File: src/rtl/bprs_pkg.sv
// ----------------------------------------------------------------------------
// bprs_pkg
// Shared types and constants for the binary patch result size block.
// ----------------------------------------------------------------------------
package bprs_pkg;

  localparam int unsigned WORD_W       = 32;
  localparam int unsigned BYTE_W       = 8;
  localparam int unsigned CNT_W        = 4;
  localparam int unsigned STATUS_W     = 2;

  // header byte positions (count of bytes already taken in)
  localparam logic [CNT_W-1:0] CNT_START_LAST = 4'd3;   // last byte of start word
  localparam logic [CNT_W-1:0] CNT_START_DONE = 4'd4;   // start word complete
  localparam logic [CNT_W-1:0] CNT_END_LAST   = 4'd7;   // last byte of end word
  localparam logic [CNT_W-1:0] CNT_END_DONE   = 4'd8;   // end word complete
  localparam logic [CNT_W-1:0] CNT_LEN_LAST   = 4'd11;  // last byte of the header

  // item kinds on the input channel
  localparam logic KIND_BYTE = 1'b0;
  localparam logic KIND_EOP  = 1'b1;

  // result status codes
  typedef enum logic [STATUS_W-1:0] {
    ST_OK          = 2'd0,
    ST_START_AFTER = 2'd1,
    ST_TRUNCATED   = 2'd2
  } status_t;

  // one input item as held in the input register
  typedef struct packed {
    logic              kind;
    logic [BYTE_W-1:0] patch_byte;
  } item_t;

  // input stage to core handshake
  typedef struct packed {
    logic  valid;
    item_t item;
  } stage_t;

endpackage

File: src/rtl/bprs_in_stage.sv
// ----------------------------------------------------------------------------
// bprs_in_stage
// Input register: captures one item per cycle and holds it until the core
// takes it.
// ----------------------------------------------------------------------------
module bprs_in_stage
  import bprs_pkg::*;
(
  input  logic   clk,
  input  logic   rst_n,
  input  logic   in_valid,
  output logic   in_ready,
  input  item_t  in_item,
  output stage_t stage,
  input  logic   core_ready
);

  logic  valid_r, valid_nxt;
  item_t item_r;

  // free slot, or the held item leaves this cycle
  assign in_ready = !valid_r || core_ready;

  always_comb begin
    valid_nxt = valid_r;
    if (in_valid && in_ready) begin
      valid_nxt = 1'b1;
    end else if (core_ready) begin
      valid_nxt = 1'b0;
    end
  end

  always_ff @(posedge clk) begin
    if (!rst_n) begin
      valid_r <= 1'b0;
    end else begin
      valid_r <= valid_nxt;
    end
  end

  // payload
  always_ff @(posedge clk) begin
    if (in_valid && in_ready) begin
      item_r <= in_item;
    end
  end

  assign stage.valid = valid_r;
  assign stage.item  = item_r;

endmodule

File: src/rtl/bprs_core.sv
// ----------------------------------------------------------------------------
// bprs_core
// Hunk header parser, running size and result register.
// Keeps net = size - previous end, updated in single adds at three header
// positions, so the final size is one add with the original length.
// ----------------------------------------------------------------------------
module bprs_core
  import bprs_pkg::*;
(
  input  logic              clk,
  input  logic              rst_n,
  input  stage_t            stage,
  output logic              core_ready,
  input  logic [WORD_W-1:0] orig_len,
  output logic              out_valid,
  input  logic              out_ready,
  output logic [WORD_W-1:0] out_size,
  output status_t           out_status
);

  logic [CNT_W-1:0]  cnt_r, cnt_nxt;
  logic [WORD_W-1:0] shift_r, shift_nxt;
  logic [WORD_W-1:0] start_r, start_nxt;
  logic [WORD_W-1:0] end_r, end_nxt;
  logic [WORD_W-1:0] skip_r, skip_nxt;
  logic [WORD_W-1:0] net_r, net_nxt;
  logic              err_r, err_nxt;
  logic              oval_r, oval_nxt;
  logic [WORD_W-1:0] osize_r, osize_nxt;
  status_t           ostat_r, ostat_nxt;
  logic              take;
  logic [WORD_W-1:0] shifted;

  // an end marker waits only while an unread result sits in the output reg
  assign core_ready = !(stage.item.kind == KIND_EOP && oval_r && !out_ready);
  assign take       = stage.valid && core_ready;
  assign shifted    = {shift_r[WORD_W-BYTE_W-1:0], stage.item.patch_byte};

  always_comb begin
    cnt_nxt   = cnt_r;
    shift_nxt = shift_r;
    start_nxt = start_r;
    end_nxt   = end_r;
    skip_nxt  = skip_r;
    net_nxt   = net_r;
    err_nxt   = err_r;
    oval_nxt  = oval_r && !out_ready;
    osize_nxt = osize_r;
    ostat_nxt = ostat_r;

    if (take && stage.item.kind == KIND_BYTE) begin
      // patch byte: skip data, or shift in a header byte
      if (!err_r) begin
        if (skip_r != '0) begin
          skip_nxt = skip_r - 1'b1;
        end else begin
          shift_nxt = shifted;
          cnt_nxt   = cnt_r + 1'b1;
          case (cnt_r)
            CNT_START_LAST: start_nxt = shifted;
            CNT_START_DONE: net_nxt   = net_r + start_r;
            CNT_END_LAST:   end_nxt   = shifted;
            CNT_END_DONE:   net_nxt   = net_r - end_r;
            CNT_LEN_LAST: begin
              cnt_nxt = '0;
              if (start_r > end_r) begin
                err_nxt = 1'b1;
              end else begin
                net_nxt  = net_r + shifted;
                skip_nxt = shifted;
              end
            end
            default: ;
          endcase
        end
      end
    end else if (take) begin
      // end marker: report and clear
      oval_nxt = 1'b1;
      if (err_r) begin
        ostat_nxt = ST_START_AFTER;
        osize_nxt = '0;
      end else if (cnt_r != '0 || skip_r != '0) begin
        ostat_nxt = ST_TRUNCATED;
        osize_nxt = '0;
      end else begin
        ostat_nxt = ST_OK;
        osize_nxt = net_r + orig_len;
      end
      cnt_nxt   = '0;
      shift_nxt = '0;
      start_nxt = '0;
      end_nxt   = '0;
      skip_nxt  = '0;
      net_nxt   = '0;
      err_nxt   = 1'b0;
    end
  end

  always_ff @(posedge clk) begin
    if (!rst_n) begin
      cnt_r   <= '0;
      shift_r <= '0;
      start_r <= '0;
      end_r   <= '0;
      skip_r  <= '0;
      net_r   <= '0;
      err_r   <= 1'b0;
      oval_r  <= 1'b0;
    end else begin
      cnt_r   <= cnt_nxt;
      shift_r <= shift_nxt;
      start_r <= start_nxt;
      end_r   <= end_nxt;
      skip_r  <= skip_nxt;
      net_r   <= net_nxt;
      err_r   <= err_nxt;
      oval_r  <= oval_nxt;
    end
  end

  // result payload
  always_ff @(posedge clk) begin
    osize_r <= osize_nxt;
    ostat_r <= ostat_nxt;
  end

  assign out_valid  = oval_r;
  assign out_size   = osize_r;
  assign out_status = ostat_r;

endmodule

File: src/rtl/binary_patch_result_size.sv
// An end marker passes the input register and then the core's result register.
// Throughput: one item per cycle; an end marker waits only while the
// previous result is still unread in the output register.
// Reset (rst_n low, synchronous): clears parse state, running size, pending
// result and the original length register.
// ----------------------------------------------------------------------------
// binary_patch_result_size
// Streams a binary delta patch byte by byte and reports the patched size.
// ----------------------------------------------------------------------------
module binary_patch_result_size
  import bprs_pkg::*;
(
  input  logic                clk,
  input  logic                rst_n,
  input  logic                in_tvalid,
  output logic                in_tready,
  input  logic [BYTE_W-1:0]   in_tdata,    // [7:0] patch_byte
  input  logic                in_tuser,    // [0] kind
  output logic                out_tvalid,
  input  logic                out_tready,
  output logic [WORD_W-1:0]   out_tdata,   // [31:0] result_size
  output logic [STATUS_W-1:0] out_tuser,   // [1:0] status
  input  logic                cfg_wr_en,
  input  logic [WORD_W-1:0]   cfg_wr_data  // original_length
);

  logic [WORD_W-1:0] orig_len_r;
  item_t             in_item;
  stage_t            stage;
  logic              core_ready;
  status_t           out_status;

  // original length register
  always_ff @(posedge clk) begin
    if (!rst_n) begin
      orig_len_r <= '0;
    end else if (cfg_wr_en) begin
      orig_len_r <= cfg_wr_data;
    end
  end

  assign in_item.kind       = in_tuser;
  assign in_item.patch_byte = in_tdata;

  bprs_in_stage u_in_stage (
    .clk        (clk),
    .rst_n      (rst_n),
    .in_valid   (in_tvalid),
    .in_ready   (in_tready),
    .in_item    (in_item),
    .stage      (stage),
    .core_ready (core_ready)
  );

  bprs_core u_core (
    .clk        (clk),
    .rst_n      (rst_n),
    .stage      (stage),
    .core_ready (core_ready),
    .orig_len   (orig_len_r),
    .out_valid  (out_tvalid),
    .out_ready  (out_tready),
    .out_size   (out_tdata),
    .out_status (out_status)
  );

  assign out_tuser = out_status;

endmodule

File: config.mk
export PLATFORM = sky130hd
export DESIGN_NAME = binary_patch_result_size
export DESIGN_NICKNAME = d
export VERILOG_FILES = /design/src/rtl/bprs_pkg.sv /design/src/rtl/bprs_in_stage.sv /design/src/rtl/bprs_core.sv /design/src/rtl/binary_patch_result_size.sv
export SDC_FILE = /design/constraint.sdc
export NUM_CORES = 1
export LEC_CHECK = 0
export BUFFER_PORTS_ARGS = -buffer_cell sky130_fd_sc_hd__buf_4
export CORE_MARGIN = 2
export CORE_UTILIZATION = 50
export CTS_BUF_LIST = sky130_fd_sc_hd__clkbuf_4
export DETAILED_ROUTE_END_ITERATION = 8
export PLACE_DENSITY = 0.67
export SYNTH_ARGS = -nofsm -noshare
export SYNTH_HDL_FRONTEND = slang
export SYNTH_SLANG_ARGS = --single-unit
export TNS_END_PERCENT = 50
File: constraint.sdc
create_clock -name clk -period 9.5 [get_ports clk]
set_input_delay 0.95 -clock clk [delete_from_list [all_inputs] [get_ports clk]]
set_output_delay 0.95 -clock clk [all_outputs]
set_load 0.005 [all_outputs]
* Word level (Yosys, flattened, before mapping)
Index checks and enable logic that the tools add are counted.
W data, S select, Z words.
** Word-level totals
- Register bits :: 234
- Input port bits :: 46
- Logic and storage cells :: 96
** Cells by class
- Add/sub/neg operators :: 6
- $lt $le $gt $ge :: 1
- Eq/ne operators :: 14
- Mux-type cells :: 38
- Bitwise operators :: 2
- Reductions and logical operators :: 21
** Operator list (count)
- $mux W32 :: 18
- $add A32 B32 Y32 :: 3
- $pmux W32 S3 :: 1
- $mux W24 :: 3
- $gt A32 B32 Y1 :: 1
- $reduce_bool A32 Y1 :: 1
- $sub A32 B1 Y32 const B :: 1
- $sub A32 B32 Y32 :: 1
- $mux W4 :: 5
- $reduce_and A4 Y1 :: 3
- $mux W1 :: 10
- $ne A2 B2 Y1 const B :: 5
- $ne A3 B3 Y1 const B :: 3
- $eq A4 B3 Y1 const B :: 2
- $eq A4 B4 Y1 const B :: 2
- $logic_and A1 B1 Y1 :: 6
- $reduce_and A5 Y1 :: 1
- $add A4 B1 Y4 const B :: 1
- $eq A4 B2 Y1 const B :: 1
- $ne A4 B4 Y1 const B :: 1
- $reduce_bool A4 Y1 :: 1
- $logic_not A1 Y1 :: 3
- $reduce_and A3 Y1 :: 1
- $logic_or A1 B1 Y1 :: 2
- 5 further kinds :: 6

* Logic depth before layout (Yosys ltp)
Gate-level depths: netlist of run 1.
- Depth in word-level cells :: 7
- Gate-level depth with buffers :: 19
- Mapped depth without buffers :: 19

* Modules after synthesis
From an unflattened synthesis of run 1, not the netlist that was laid out.
** Unflattened totals
- Cell total of the unflattened synthesis :: 1707
- Area, all modules :: 14685.3 µm²
** By module, submodules not included
- bprs_core :: instances 1, cells each 1589, area each 13106.3 µm²
- binary_patch_result_size :: instances 1, cells each 103, area each 1243.7 µm²
- bprs_in_stage :: instances 1, cells each 15, area each 335.3 µm²

* Worst setup path before layout of run 1
OpenSTA, ideal clock, no wires.
- Path kind :: flip-flop to flip-flop
- Start point :: register u_core.cnt_r[0]
- End point :: register u_core.net_r[30]
- Library setup time :: 117 ps
- Arrival :: 3898 ps
- Setup slack :: 5485 ps
- Stages on the path, launching flop included :: 19
- Buffers on the path :: 2
- Clock period less this slack :: 4015 ps
- Cells stage by stage :: dfxtp_1 ha_1 and2_1 clkbuf_1 nor2_1 clkbuf_1 a221o_1 ha_1 inv_1 fa_1 nand2b_1 a21oi_1 o41a_1 a41oi_1 o21ai_0 a31oi_1 o21ai_0 xnor2_1 a22o_1
** Between the ends
- Cells in the longest elaborated chain, start to end :: 5
- Elaborated cells between the ends (all ways) :: 10
** Ends and longest elaborated chain
- from (decl) :: RTL line bprs_core.sv:21 : logic [CNT_W-1:0] cnt_r, cnt_nxt;
- from (signal assigned) :: RTL line bprs_core.sv:111 : cnt_r <= cnt_nxt;
- $eq A4 B4 Y1 / $eq A4 B3 Y1 (equally long branches) :: RTL line bprs_core.sv:59 : case (cnt_r)
- $pmux W32 S3 :: RTL line bprs_core.sv:59
- $mux W32 :: RTL line bprs_core.sv:54 : if (skip_r != '0) begin
- $mux W32 :: RTL line bprs_core.sv:53 : if (!err_r) begin
- $mux W32 :: RTL line bprs_core.sv:51 : if (take && stage.item.kind == KIND_BYTE) begin
- to (signal assigned) :: RTL line bprs_core.sv:116 : net_r <= net_nxt;
- to (decl) :: RTL line bprs_core.sv:26 : logic [WORD_W-1:0] net_r, net_nxt;
Parallel ways exist; a longest one is shown, timed or not. The select of a mux whose other input is x is not followed.
A chain may end at the register's enable or synchronous reset.

* Final worst setup path of run 1
- Start point :: register u_core.cnt_r[0]
- End point :: register u_core.net_r[28]
The elaborated chain is that of the path after synthesis.

==> summary.md, run 1 <==
For this run, the number of Yosys warnings is 0. The tools report the initial standard-cell utilization of the core as 0.511. Worst max-slew margin expressed relative to the limit: 0.255. The fraction of final layout cells sized beyond drive strength 1 was 0.120; the share of the clock period used by the worst path after layout was 0.491.

The maximum number of buffers from clock root to sink is 3, and the post-placement worst setup slack is 4810 ps. For this run, design rule violations remaining after detail routing come to 0. The run gives 72 as the unique cell type count in the Yosys netlist. In this run the remaining antenna-violating nets after routing total 0. The first detailed-routing pass took 5 iterations. In this run the worst path has a maximum fanout of 29. At the worst endpoint, the required time is 10080 ps. Overall fraction of global-route tracks in use: 0.261. The H-tree level count was 3; the routed via count divided by cell count was 5.85. For this run the aggregate overflow at the end of global routing stands at 0. The run gives 1 as the initial antenna violation count. Across all hold checks on the routed design, the worst slack comes to 456 ps.

The run gives 12800 as the via count of the first global-routing pass. TritonCTS built the clock tree. The routed layout has 13100 vias.

Pin placement for this block handled 82 I/O pins. Width of the die: 173 um. Setup repair after global routing left no endpoint under its margin.

For this design the ratio of total power to cell area is 157 mW/mm^2. The setup path with the least slack is of type reg -> reg. In the final timing run, aggregate negative setup slack is 0 ps. Relative to the synthesized area, the layout overhead comes to 12.1%. VDD sags by at most 0.144 mV.

The number of flip-flops and latches in the synthesized netlist was 234; the fill cell instance count of the final layout was 2654. For the placed wire-length estimate, the log shows 27300 um. The die covers 0.0299 sq mm. Number of endpoints with negative hold slack in the final report: 0. Count of buffers added by post-CTS timing repair for setup: 0. After clock tree synthesis, the flow added hold-fix buffers numbering 0.

The quantity of I/O buffers inserted on ports is 81, and the final period demand of the worst path is 4660 ps. After routing the design area is 0.0160 sq mm. The netlist area before placement came out at 0.0143 sq mm. The synthesized design contains 43 enable-type register cells. The final number of setup-violating endpoints was 0; the number of clock buffers inserted by TritonCTS was 67. The most used flip-flop cell after synthesis is dfxtp_1. Summing all placed instances gives a cell area of 0.0151 sq mm. The logs give 0.0279 sq mm for the core outline area and 61 for the number of cell rows. Once the clock tree was built, the resizer swapped 0 gates to a different size. The path class of the tightest hold or removal check is reg -> reg. The global-route wire length before repair came out at 64900 um. Setup slack closes at 4840 ps. For the clock latency of the later-clocked register in the worst-skew pair, the log shows 680 ps. The weighted congestion reported at the end of routability-driven placement came out at 0.880. The net count after synthesis is 1903. For the count of routing violations after the opening detailed-route iteration, the log shows 894.

The final layout net count came out at 1968. The CTS root buffer is clkbuf_4. For the pin with the worst max-slew slack, the measured transition is 1090 ps. Entering global routing, the biggest net connects 96 pins. Across the run, the number of max-cap violations was 0.

Async set-or-reset flop fraction in the synthesized netlist: 0. The worst setup path is launched from a flop. The flow ran to the end, and the final reports show no timing, DRC or antenna violations. The kind of end point of the critical path was a flop. The leading cell type in the layout, fill and taps excluded was a21oi_1. In the final routed layout, each cell accounts on average for 17.6 um. In the layout the commonest cells are a21oi_1 (198), dfxtp_1 (191), nand2_1 (186). The vertical extent of the die was 173 um; the highest achievable clock rate was 0.214 GHz. The final number of max-transition violations is 0.

The clock skew after layout is 58.9 ps. The logs give 5250 ps for the data arrival time of the critical path and 6.59 nW for the leakage power figure. Fraction of the yosys area taken by sequential cells: 0.358. Wires add up to 39400 um.

The clock net sink count is 234. The per-instance average area after synthesis was 8.16 sq um; the clock-pin slew reported for the worst setup and hold paths after clock tree synthesis was 70 ps. In the synthesized netlist, the number of instances is 1750.
## final cells by class
| cell class | count | area, sq um | area share |
|---|---|---|---|
| Multi-Input combinational cell | 1354 | 8590 | 0.536 |
| Sequential cell | 234 | 5110 | 0.320 |
| Clock buffer | 100 | 751 | 0.0469 |
| Timing Repair Buffer | 94 | 706 | 0.0441 |
| Tap cell | 378 | 473 | 0.0295 |
| Inverter | 64 | 243 | 0.0152 |
| Clock inverter | 20 | 131 | 0.00821 |
| Antenna cell | 1 | 2.50 | 0.000156 |
## routing by layer
layer	up-vias	global-route usage	part of all wire
met5	-	0	0
met1	6066	0.341	0.45
li1	6536	-	-
met3	78	0.0442	0.063
met2	464	0.431	0.46
met4	0	0.101	0.027
## power by group
group          switching, W  leakage, nW  total (W)  internal (W)
Clock              0.000444        0.532   0.000981      0.000537
Combinational      0.000312         4.11   0.000463      0.000151
Sequential        0.0000258         1.95    0.00107       0.00104
Total              0.000783         6.59    0.00251       0.00173
## worst paths after layout
| path | start | endpoint | slack [ps] | cells after the start |
|---|---|---|---|---|
| worst max register to register | u_core.cnt_r[0] | u_core.net_r[28] | 4840 | 17 |
| worst min register to register | u_core.end_r[31] | u_core.end_r[31] | 460 | 2 |
| worst min-delay path | u_core.end_r[31] | u_core.end_r[31] | 460 | 2 |
| worst max-delay path | u_core.cnt_r[0] | u_core.net_r[28] | 4840 | 17 |
## cells in the mapped netlist, drive strengths merged (9+ instances only)
library cell | n | area [sq um]
a21o | 36 | 270
a21oi | 201 | 1010
a22oi | 48 | 360
a31oi | 20 | 125
and3 | 16 | 100
buf | 18 | 82.6
clkbuf | 80 | 300
dfxtp | 191 | 3820
edfxtp | 43 | 1290
ha | 105 | 1310
inv | 63 | 236
mux2i | 33 | 330
nand2 | 187 | 704
nand2b | 18 | 113
nand3 | 127 | 636
nand4 | 13 | 81.3
nor2 | 155 | 589
nor2b | 11 | 68.8
nor3 | 33 | 180
nor4 | 19 | 155
o211ai | 22 | 165
o21ai | 80 | 400
o31ai | 9 | 67.6
or3 | 20 | 125
xnor2 | 62 | 543
xor2 | 25 | 219
## flip-flops by register name (all words and copies together) (netlist names)
name                flops
u_core.out_valid        1
u_in_stage.stage        9
u_core.shift_r         24
u_in_stage.valid_r      1
u_core.net_r           32
u_core.start_r         32
orig_len_r             32
u_core.cnt_r            4
u_core.skip_r          32
u_core.out_status       2
u_core.end_r           32
u_core.err_r            1
u_core.out_size        32
## cells by family (layout without fill, tap and decap cells)
logic type / after synthesis / in the layout / synth area share
adder cells (fa/ha/maj): 107 / 107 / 0.0948
multiplexers: 33 / 33 / 0.0231
buffers and inverters: 162 / 278 / 0.0436
AND/OR/NAND/NOR: 630 / 630 / 0.210
XOR/XNOR: 87 / 87 / 0.0534
flip-flops: 234 / 234 / 0.358
AO/OA/AOI/OAI: 497 / 497 / 0.217
other: 0 / 1 / 0
## per-stage QoR
step / power [W] / cells / utilization
after global routing: 0.00264 / 2245 / 0.573
after detailed placement: 0.00154 / 2124 / 0.541
after global placement: 0.00154 / 2124 / 0.541
after floorplan: 0.00141 / 1750 / -
final: 0.00251 / 2245 / 0.573
after CTS: 0.00253 / 2244 / 0.573
## critical path, stage by stage (launching register included)
cell and delay, ps:
dfxtp_1 390, inv_1 60, ha_1 250, nand2_1 700, nor2_1 80, a221o_1 300, ha_1 200, inv_1 80
fa_1 190, nand2b_1 150, a21oi_1 100, o41a_1 440, a41oi_1 370, o21ai_0 350, a2111oi_0 520, a211o_1 160
nand3_1 70, a21oi_1 190
(Power assumes the default switching activity.)
==> run 2, diff against run 1 <==
ABC_AREA = 1   (was unset)
PLACE_DENSITY = 0.7   (was 0.67)
clock period = 3.9 ns   (was 9.5 ns; I/O delays follow)
==> run 2 against run 1 <==
- power grew to 2.6 times the previous value
- combinational power increased to 3.3 times the previous value
- via count up 21%
- die area is 8.8% higher
- area after synthesis is 9.0% higher
- cell area up 11%
- clock skew down 10 ps
- sequential power rose to 2.6 times the previous value
- clock-buffer cell count shrank 1
- worst setup slack got worse by 4600 ps
==> summary.md, run 2 <==
Number of flip-flops and latches in the synthesized netlist: 234 (unchanged). The tools report the final setup TNS as 0 ps (unchanged). The netlist area before placement was 0.0156 sq mm (+9.0%).

The worst hold path belongs to the class in -> reg. The DRC violation count after routing was 0 (unchanged); the aggregate routed wire length was 47100 um (+20%). The final layout net count was 2650 (+35%). The flow ran to the end, and the final reports show no timing, DRC or antenna violations. The data arrival time of the critical path is 4200 ps (-1050 ps).

The width of the die came out at 180 um (+4.3%). Yosys attributes the largest share of cell area to dfxtp_1 (25%), nor2_1 (12%), nand2_1 (10%), ha_1 (8.4%), edfxtp_1 (8.3%). The fraction of final layout cells sized beyond drive strength 1 was 0.100 (-0.0196); the H-tree level count was 3 (unchanged). The async set-or-reset flop fraction in the synthesized netlist is 0 (unchanged).

TritonCTS built the clock tree. For the final number of max-transition violations, the log shows 0 (unchanged). Setup repair after global routing could not meet its margin everywhere. The tools report the global-route congestion overflow total as 0 (unchanged).

The core outline area was 0.0306 sq mm (+9.5%); the synthesis-to-layout area growth was 14.5%. The worst max-slew margin expressed relative to the limit is 0.295 (+0.0405), and the clock latency of the later-clocked register in the worst-skew pair is 710 ps (+30 ps). Die area: 0.0326 sq mm (+8.8%). The critical path is of the reg -> reg type.

The count of synthesis-stage warnings from yosys was 0 (unchanged). The routed via count divided by cell count came out at 5.42 (-7.4%). The total iterations of the first detailed-routing run was 6 (+1).

Yosys instantiated no cell more often than nor2_1. The final number of setup-violating endpoints came out at 0 (unchanged). CTS root buffer: clkbuf_4. Routed via count: 15900 (+21%). The unique cell type count in the Yosys netlist was 53 (-26%). Weighted congestion reported at the end of routability-driven placement: 1.04 (+18%). For the via count of the first global-routing pass, the log shows 15600 (+22%). The total I/O pin count is 82 (unchanged), and the worst vdd rail ir drop is 0.228 mV (+59%).

The number of endpoints with negative hold slack in the final report was 0 (unchanged). The run gives 8.25 nW (+25%) as the leakage power figure. The run gives 0.329 (-0.0296) as the fraction of the yosys area taken by sequential cells. The count of flip-flops with a built-in enable after synthesis was 43 (unchanged); the count of routing violations after the opening detailed-route iteration was 1123 (+26%). The main flop type after synthesis is dfxtp_1. The vertical extent of the die was 180 um (+4.3%). The run gives 3 (unchanged) as the maximum number of buffers from clock root to sink. Summed over all instances, the cell type with the most area after synthesis is dfxtp_1. The clock-pin slew reported for the worst setup and hold paths after clock tree synthesis came out at 70 ps (about the same). The required time at the endpoint of the critical path came out at 4480 ps (-5600 ps). The final period demand of the worst path works out to 3620 ps (-1050 ps). The top cell types in the final layout, fill and taps aside, are nor2_1 (472), nand2_1 (422), a21oi_1 (242). The clock net sink count is 234 (unchanged). The largest driver fanout on the critical path works out to 5 (-83%). The run gives 95 (-1.0%) as the maximum number of pins on one net before global-route repair. The number of clock buffers inserted by TritonCTS is 68 (+1.5%), and the overall fraction of global-route tracks in use is 0.289 (+0.0281). STA classifies the critical path startpoint as a flop.

Number of cell rows: 64 (+4.9%). Per-instance average area after synthesis: 6.59 sq um (-19%). The design area was 0.0178 sq mm (+11%); the clock skew after layout was 48.6 ps (-10.4 ps). The library cell used most frequently in the layout, excluding fill and tap cells, is nor2_1.

For the placed wire-length estimate, the log shows 34900 um (+27%). The post-detailed-route wirelength per cell was 16.0 um (-8.6%). The tools report the synthesized instance count as 2361 (+35%). Kind of end point of the critical path: a flop.

The count of nets left with antenna violations after detail routing was 0 (unchanged); the quantity of I/O buffers inserted on ports was 81 (unchanged). The global-route wire length before repair came out at 77000 um (+19%). By count the netlist is led by nor2_1 (478), nand2_1 (422), a21oi_1 (242). The run gives 0.276 GHz (+29%) as the highest achievable clock rate.

The initial antenna violation count is 1 (unchanged), and the standard cell area after detailed placement is 0.0165 sq mm (+8.9%). The initial standard-cell utilization of the core is 0.509 (-0.00228), and the share of the clock period used by the worst path after layout is 0.928 (+0.437). The cell area power density is 372 mW/mm^2 (+140%). The tools report the net count after synthesis as 2514 (+32%).

The fraction of post-synthesis cell area in the top cell type by area was 0.246 (-0.0221); the measured slew at the worst slew-check pin was 1060 ps (-33.8 ps). The reported max-cap violation count was 0 (unchanged).
==> run 2: cell count changes after synthesis, moves of 33 or more <==
cell     delta
nor2_1    +324
inv_1     +177
a21oi_1    +42
xnor2_1    -54
nand2_1   +236
a22oi_1    -42
mux2i_1    -33
o21ai_0   +134
==> run 2: final cells by class <==
cell class,count,area (sq um)
antenna,1,2.50
clock inverter,14,119
tap,396,495
multi-input combinational,1798,9180
fill,2937,12800
sequential,234,5110
clock buffer,99,743
inverter,245,921
timing repair buffer,150,1250
==> run 2: path summary, 6_finish.rpt <==
| path | start | to | slack, ps | cells after the start |
|---|---|---|---|---|
| min reg2reg | u_core.start_r[0] | u_core.start_r[0] | 480 | 2 |
| max reg2reg | u_core.end_r[0] | u_core.net_r[25] | 280 | 22 |
| max | u_core.end_r[0] | u_core.net_r[25] | 280 | 22 |
| min | cfg_wr_en | orig_len_r[3] | 210 | 3 |
==> run 2: stage by stage <==
| stage | setup WS, ps | power, W | hold slack (ps) | std cells | utilization |
|---|---|---|---|---|---|
| after floorplan | 568 | 0.00385 | 444 | 2361 | - |
| after global placement | 338 | 0.00423 | 460 | 2778 | 0.539 |
| after detailed placement | 237 | 0.00425 | 470 | 2778 | 0.539 |
| after CTS | 194 | 0.00666 | 156 | 2934 | 0.581 |
| after global routing | -7.49 | 0.00705 | 188 | 2937 | 0.583 |
| final | 282 | 0.00664 | 207 | 2937 | 0.583 |
==> run 2: layer usage <==
metal | wire length [um] | track usage | share of wire
met1 | 20000 | 0.356 | 0.42
met2 | 22400 | 0.498 | 0.48
met3 | 2730 | 0.0412 | 0.058
met4 | 1960 | 0.135 | 0.041
met5 | 0 | 0 | 0
==> run 2: power breakdown <==
group / total, W / internal (W) / switching (W)
combinational: 0.00151 / 0.000548 / 0.000966
sequential: 0.00276 / 0.00262 / 0.000142
clock: 0.00236 / 0.00129 / 0.00107
total: 0.00664 / 0.00446 / 0.00217
==> run 2: critical path, stage by stage (launching register included) <==
cell and delay [ps]:
dfxtp_1 320, inv_1 120, ha_1 190, nand2_1 60, inv_1 100, nand2_1 130
nor2_4 170, nand3_2 140, o21ai_0 210, a21oi_1 70, a221o_1 300, ha_1 360
nand2_1 100, nor2_1 290, nand2_1 120, nor4_1 280, nand2_1 130, nand3_1 100
nand2_1 60, nand3_1 80, nand3_1 70, nand2_1 70, nor2_1 40
==> run 2: what timing repair did <==
| item | CTS | global route |
|---|---|---|
| buffers inserted | 0 | 2 |
| endpoints found under the hold margin | 43 | 0 |
| hold buffers | 43 | 0 |
| endpoints found under the setup margin | 0 | 9 |
| gates resized for setup | 0 | 11 |
==> run 2: logic make-up after synthesis <==
logic type | count (synthesis) | share of synthesized area
buf+inv | 329 | 0.0846
simple gates | 1127 | 0.300
flops | 234 | 0.329
compound gates | 535 | 0.183
xor+xnor | 29 | 0.0163
fa+ha+maj | 107 | 0.0870
==> run 3, diff against run 2 <==
--- a/config.mk
+++ b/config.mk
@@ -11,5 +11,6 @@
 export CORE_UTILIZATION = 50
-export CTS_BUF_LIST = sky130_fd_sc_hd__clkbuf_4
+export CTS_BUF_LIST = sky130_fd_sc_hd__clkbuf_4 sky130_fd_sc_hd__clkbuf_8
 export DETAILED_ROUTE_END_ITERATION = 8
 export PLACE_DENSITY = 0.7
+export SKIP_LAST_GASP = 1
 export SYNTH_ARGS = -nofsm -noshare
==> constraint.sdc (replaced) <==
create_clock -name clk -period 3.9 [get_ports clk]
set_input_delay 0 -clock clk [delete_from_list [all_inputs] [get_ports clk]]
set_output_delay 0 -clock clk [all_outputs]
set_load 0.005 [all_outputs]
==> run 3 against run 2 <==
- power is 3.2% higher
- combinational power hardly changed
- clock-buffer cell count is 34 lower
==> summary.md, run 3 (synthesis results as in run 2) <==
The post-placement worst setup slack was 241 ps (+3.94 ps); the measured slew at the worst slew-check pin was 1070 ps (+17.7 ps). The routed via count divided by cell count works out to 5.47 (+0.93%). The H-tree level count came out at 2 (-1).

In the layout the commonest cells are nor2_1 (472), nand2_1 (422), a21oi_1 (241). The reported max-cap violation count is 0 (unchanged). The data arrival time of the critical path was 4050 ps (-150 ps). The run gives 0 (unchanged) as the final number of max-transition violations. The maximum number of buffers from clock root to sink was 3 (unchanged). The count of nets left with antenna violations after detail routing is 0 (unchanged), and the total iterations of the first detailed-routing run is 5 (-1). The tools report the final setup TNS as 0 ps (unchanged). For the power share of the combinational group, the log shows 0.225 (-0.003). The count of routing violations after the opening detailed-route iteration was 1076 (-4.2%); the quantity of I/O buffers inserted on ports was 81 (unchanged). For the final number of setup-violating endpoints, the log shows 0 (unchanged). The logs give 0 (-1) for the antenna diode count and 1.05 (+0.56%) for the weighted congestion reported at the end of routability-driven placement.

Setup repair after global routing left no endpoint under its margin. The aggregate routed wire length was 47500 um (+0.85%); the global-route congestion overflow total was 0 (unchanged). The clock skew after layout is 51.8 ps (+3.20 ps), and the fill cell instance count of the final layout is 2889 (-1.6%).

The logs give 120 ps (-86.2 ps) for the minimum hold slack and 78400 um (+1.8%) for the global-route wire length before repair. The routed via count was 16100 (+0.87%). The worst setup path is of the reg -> reg kind. The final period demand of the worst path is 3610 ps (-10.3 ps), and the number of endpoints with negative hold slack in the final report is 0 (unchanged).

The share of the core filled with cells is 0.596 (+0.0130). Clock-pin slew reported for the worst setup and hold paths after clock tree synthesis: 60 ps (about the same). The flow ran to the end, and the final reports show no timing, DRC or antenna violations.

The number of cell rows was 64 (unchanged). The width of the die came out at 180 um (unchanged). The sequential cell fraction of total power was 0.404 (-0.013); the leakage power figure was 8.42 nW (+2.1%). The run gives 2658 (+0.30%) as the final layout net count. For the initial antenna violation count, the log shows 0 (-1). The net switching power is 0.00221 W (+1.6%), and the cell area power density is 376 mW/mm^2 (+0.95%). The worst min-delay path category is in -> reg. The clock net sink count came out at 234 (unchanged). The tools report the critical path startpoint category as a flop.

The die area came out at 0.0326 sq mm (unchanged). The kind of end point of the critical path is a flop. The required time at the endpoint of the critical path is 4340 ps (-140 ps). The placed wire-length estimate came out at 34900 um (+0.24%). The worst max-slew margin expressed relative to the limit is 0.283 (-0.0118), and the vertical extent of the die is 180 um (unchanged). The number of clock buffers inserted by TritonCTS is 43 (-37%). The logs give 600 ps (-110 ps) for the clock latency of the later-clocked register in the worst-skew pair and 82 (unchanged) for the total I/O pin count. The tools report the worst vdd rail ir drop as 0.301 mV (+32%). TritonCTS built the clock tree.

The via count of the first global-routing pass is 15800 (+1.5%), and the highest achievable clock rate is 0.277 GHz (+0.29%). For the core outline area, the log shows 0.0306 sq mm (unchanged). The share of the clock period used by the worst path after layout came out at 0.925 (-0.00265). The tree is rooted in a clkbuf_8. The cell-internal power was 0.00464 W (+4.0%).

Leaving out fill and tap cells, the most frequent cell in the layout is nor2_1. The net switching fraction of the power is 0.323 (-0.00525). The run gives 0.371 (+0.016) as the power share of the clock group. The post-detailed-route wirelength per cell works out to 16.2 um (+0.92%). The fraction of final layout cells sized beyond drive strength 1 is 0.0890 (-0.0114), and the DRC violation count after routing is 0 (unchanged).

The least setup slack across all paths after layout was 292 ps (+10.3 ps); the maximum number of pins on one net before global-route repair was 94 (-1.1%). The tools report the initial standard-cell utilization of the core as 0.509 (unchanged). From synthesis to final layout, the design area changed by 17.0%.

The overall fraction of global-route tracks in use was 0.291 (+0.00181); the largest driver fanout on the critical path was 5 (unchanged). The count of buffers added by post-CTS timing repair for setup is 0 (unchanged).
-- run 3: cell types whose count changed in the layout (fill, tap and decap cells not counted), sizes merged --
cell | previous run | this run
clkbuf | 99 | 65
dlygate4sd3 | 43 | 77
buf | 107 | 106
diode | 1 | 0
-- run 3: layout make-up --
| class | instances | area (sq um) | area share |
|---|---|---|---|
| flip-flops and latches | 234 | 5110 | 0.281 |
| multi-input cells | 1798 | 9170 | 0.504 |
| inverters | 245 | 921 | 0.0505 |
| well taps | 396 | 495 | 0.0272 |
| clock inverters | 14 | 139 | 0.00762 |
| repair buffers | 183 | 1580 | 0.0867 |
| clock buffers | 65 | 795 | 0.0436 |
-- run 3: timing repair --
action	in CTS	in global routing
endpoints found under the setup margin	0	10
resized for setup	0	10
hold buffers	77	0
endpoints found under the hold margin	91	0
-- run 3: worst paths after layout --
kind	cells past startpoint	end	slack [ps]	start
worst min-delay path	2	u_in_stage.stage[6]	120	in_tdata[6]
worst min register to register	2	u_core.start_r[31]	480	u_core.start_r[31]
worst max-delay path	22	u_core.net_r[18]	290	u_core.end_r[0]
worst max register to register	22	u_core.net_r[18]	290	u_core.end_r[0]
-- run 3: metrics by stage --
stage / cells / total power (W) / instance area [sq um]
global placement: 2779 / 0.00422 / 16500
finish: 2935 / 0.00685 / 18200
floorplan: 2361 / 0.00385 / 15600
detailed placement: 2779 / 0.00425 / 16500
global route: 2935 / 0.00725 / 18200
CTS: 2935 / 0.00686 / 18200
-- run 3: power groups by stage --
stage               registers [W]  logic, W  clock network [W]
floorplan                 0.00276   0.00109                  0
global placement          0.00281   0.00141                  0
detailed placement        0.00281   0.00144                  0
CTS                       0.00276   0.00151            0.00259
global route              0.00278   0.00175            0.00271
finish                    0.00277   0.00154            0.00254
-- run 3: worst max-delay path: stages, from the launching register on --
cell,delay (ps)
dfxtp_1,310
inv_1,130
ha_1,180
nand2_1,50
inv_1,100
nand2_1,90
nor2_1,220
nand3_2,180
o21ai_0,200
a21oi_1,60
a221o_1,300
ha_1,360
nand2_1,110
inv_1,70
nand2_1,120
nor2_2,260
nand4_1,260
nand3_1,150
nand2_1,60
nand3_1,60
nand3_1,80
nand2_1,70
nor2_1,50
-- run 3: metal layers --
metal | vias up | track usage | part of all wire
met5 | - | 0 | 0
met4 | 0 | 0.121 | 0.039
met3 | 119 | 0.0340 | 0.058
met2 | 515 | 0.509 | 0.48
met1 | 7314 | 0.362 | 0.43
li1 | 8121 | - | -
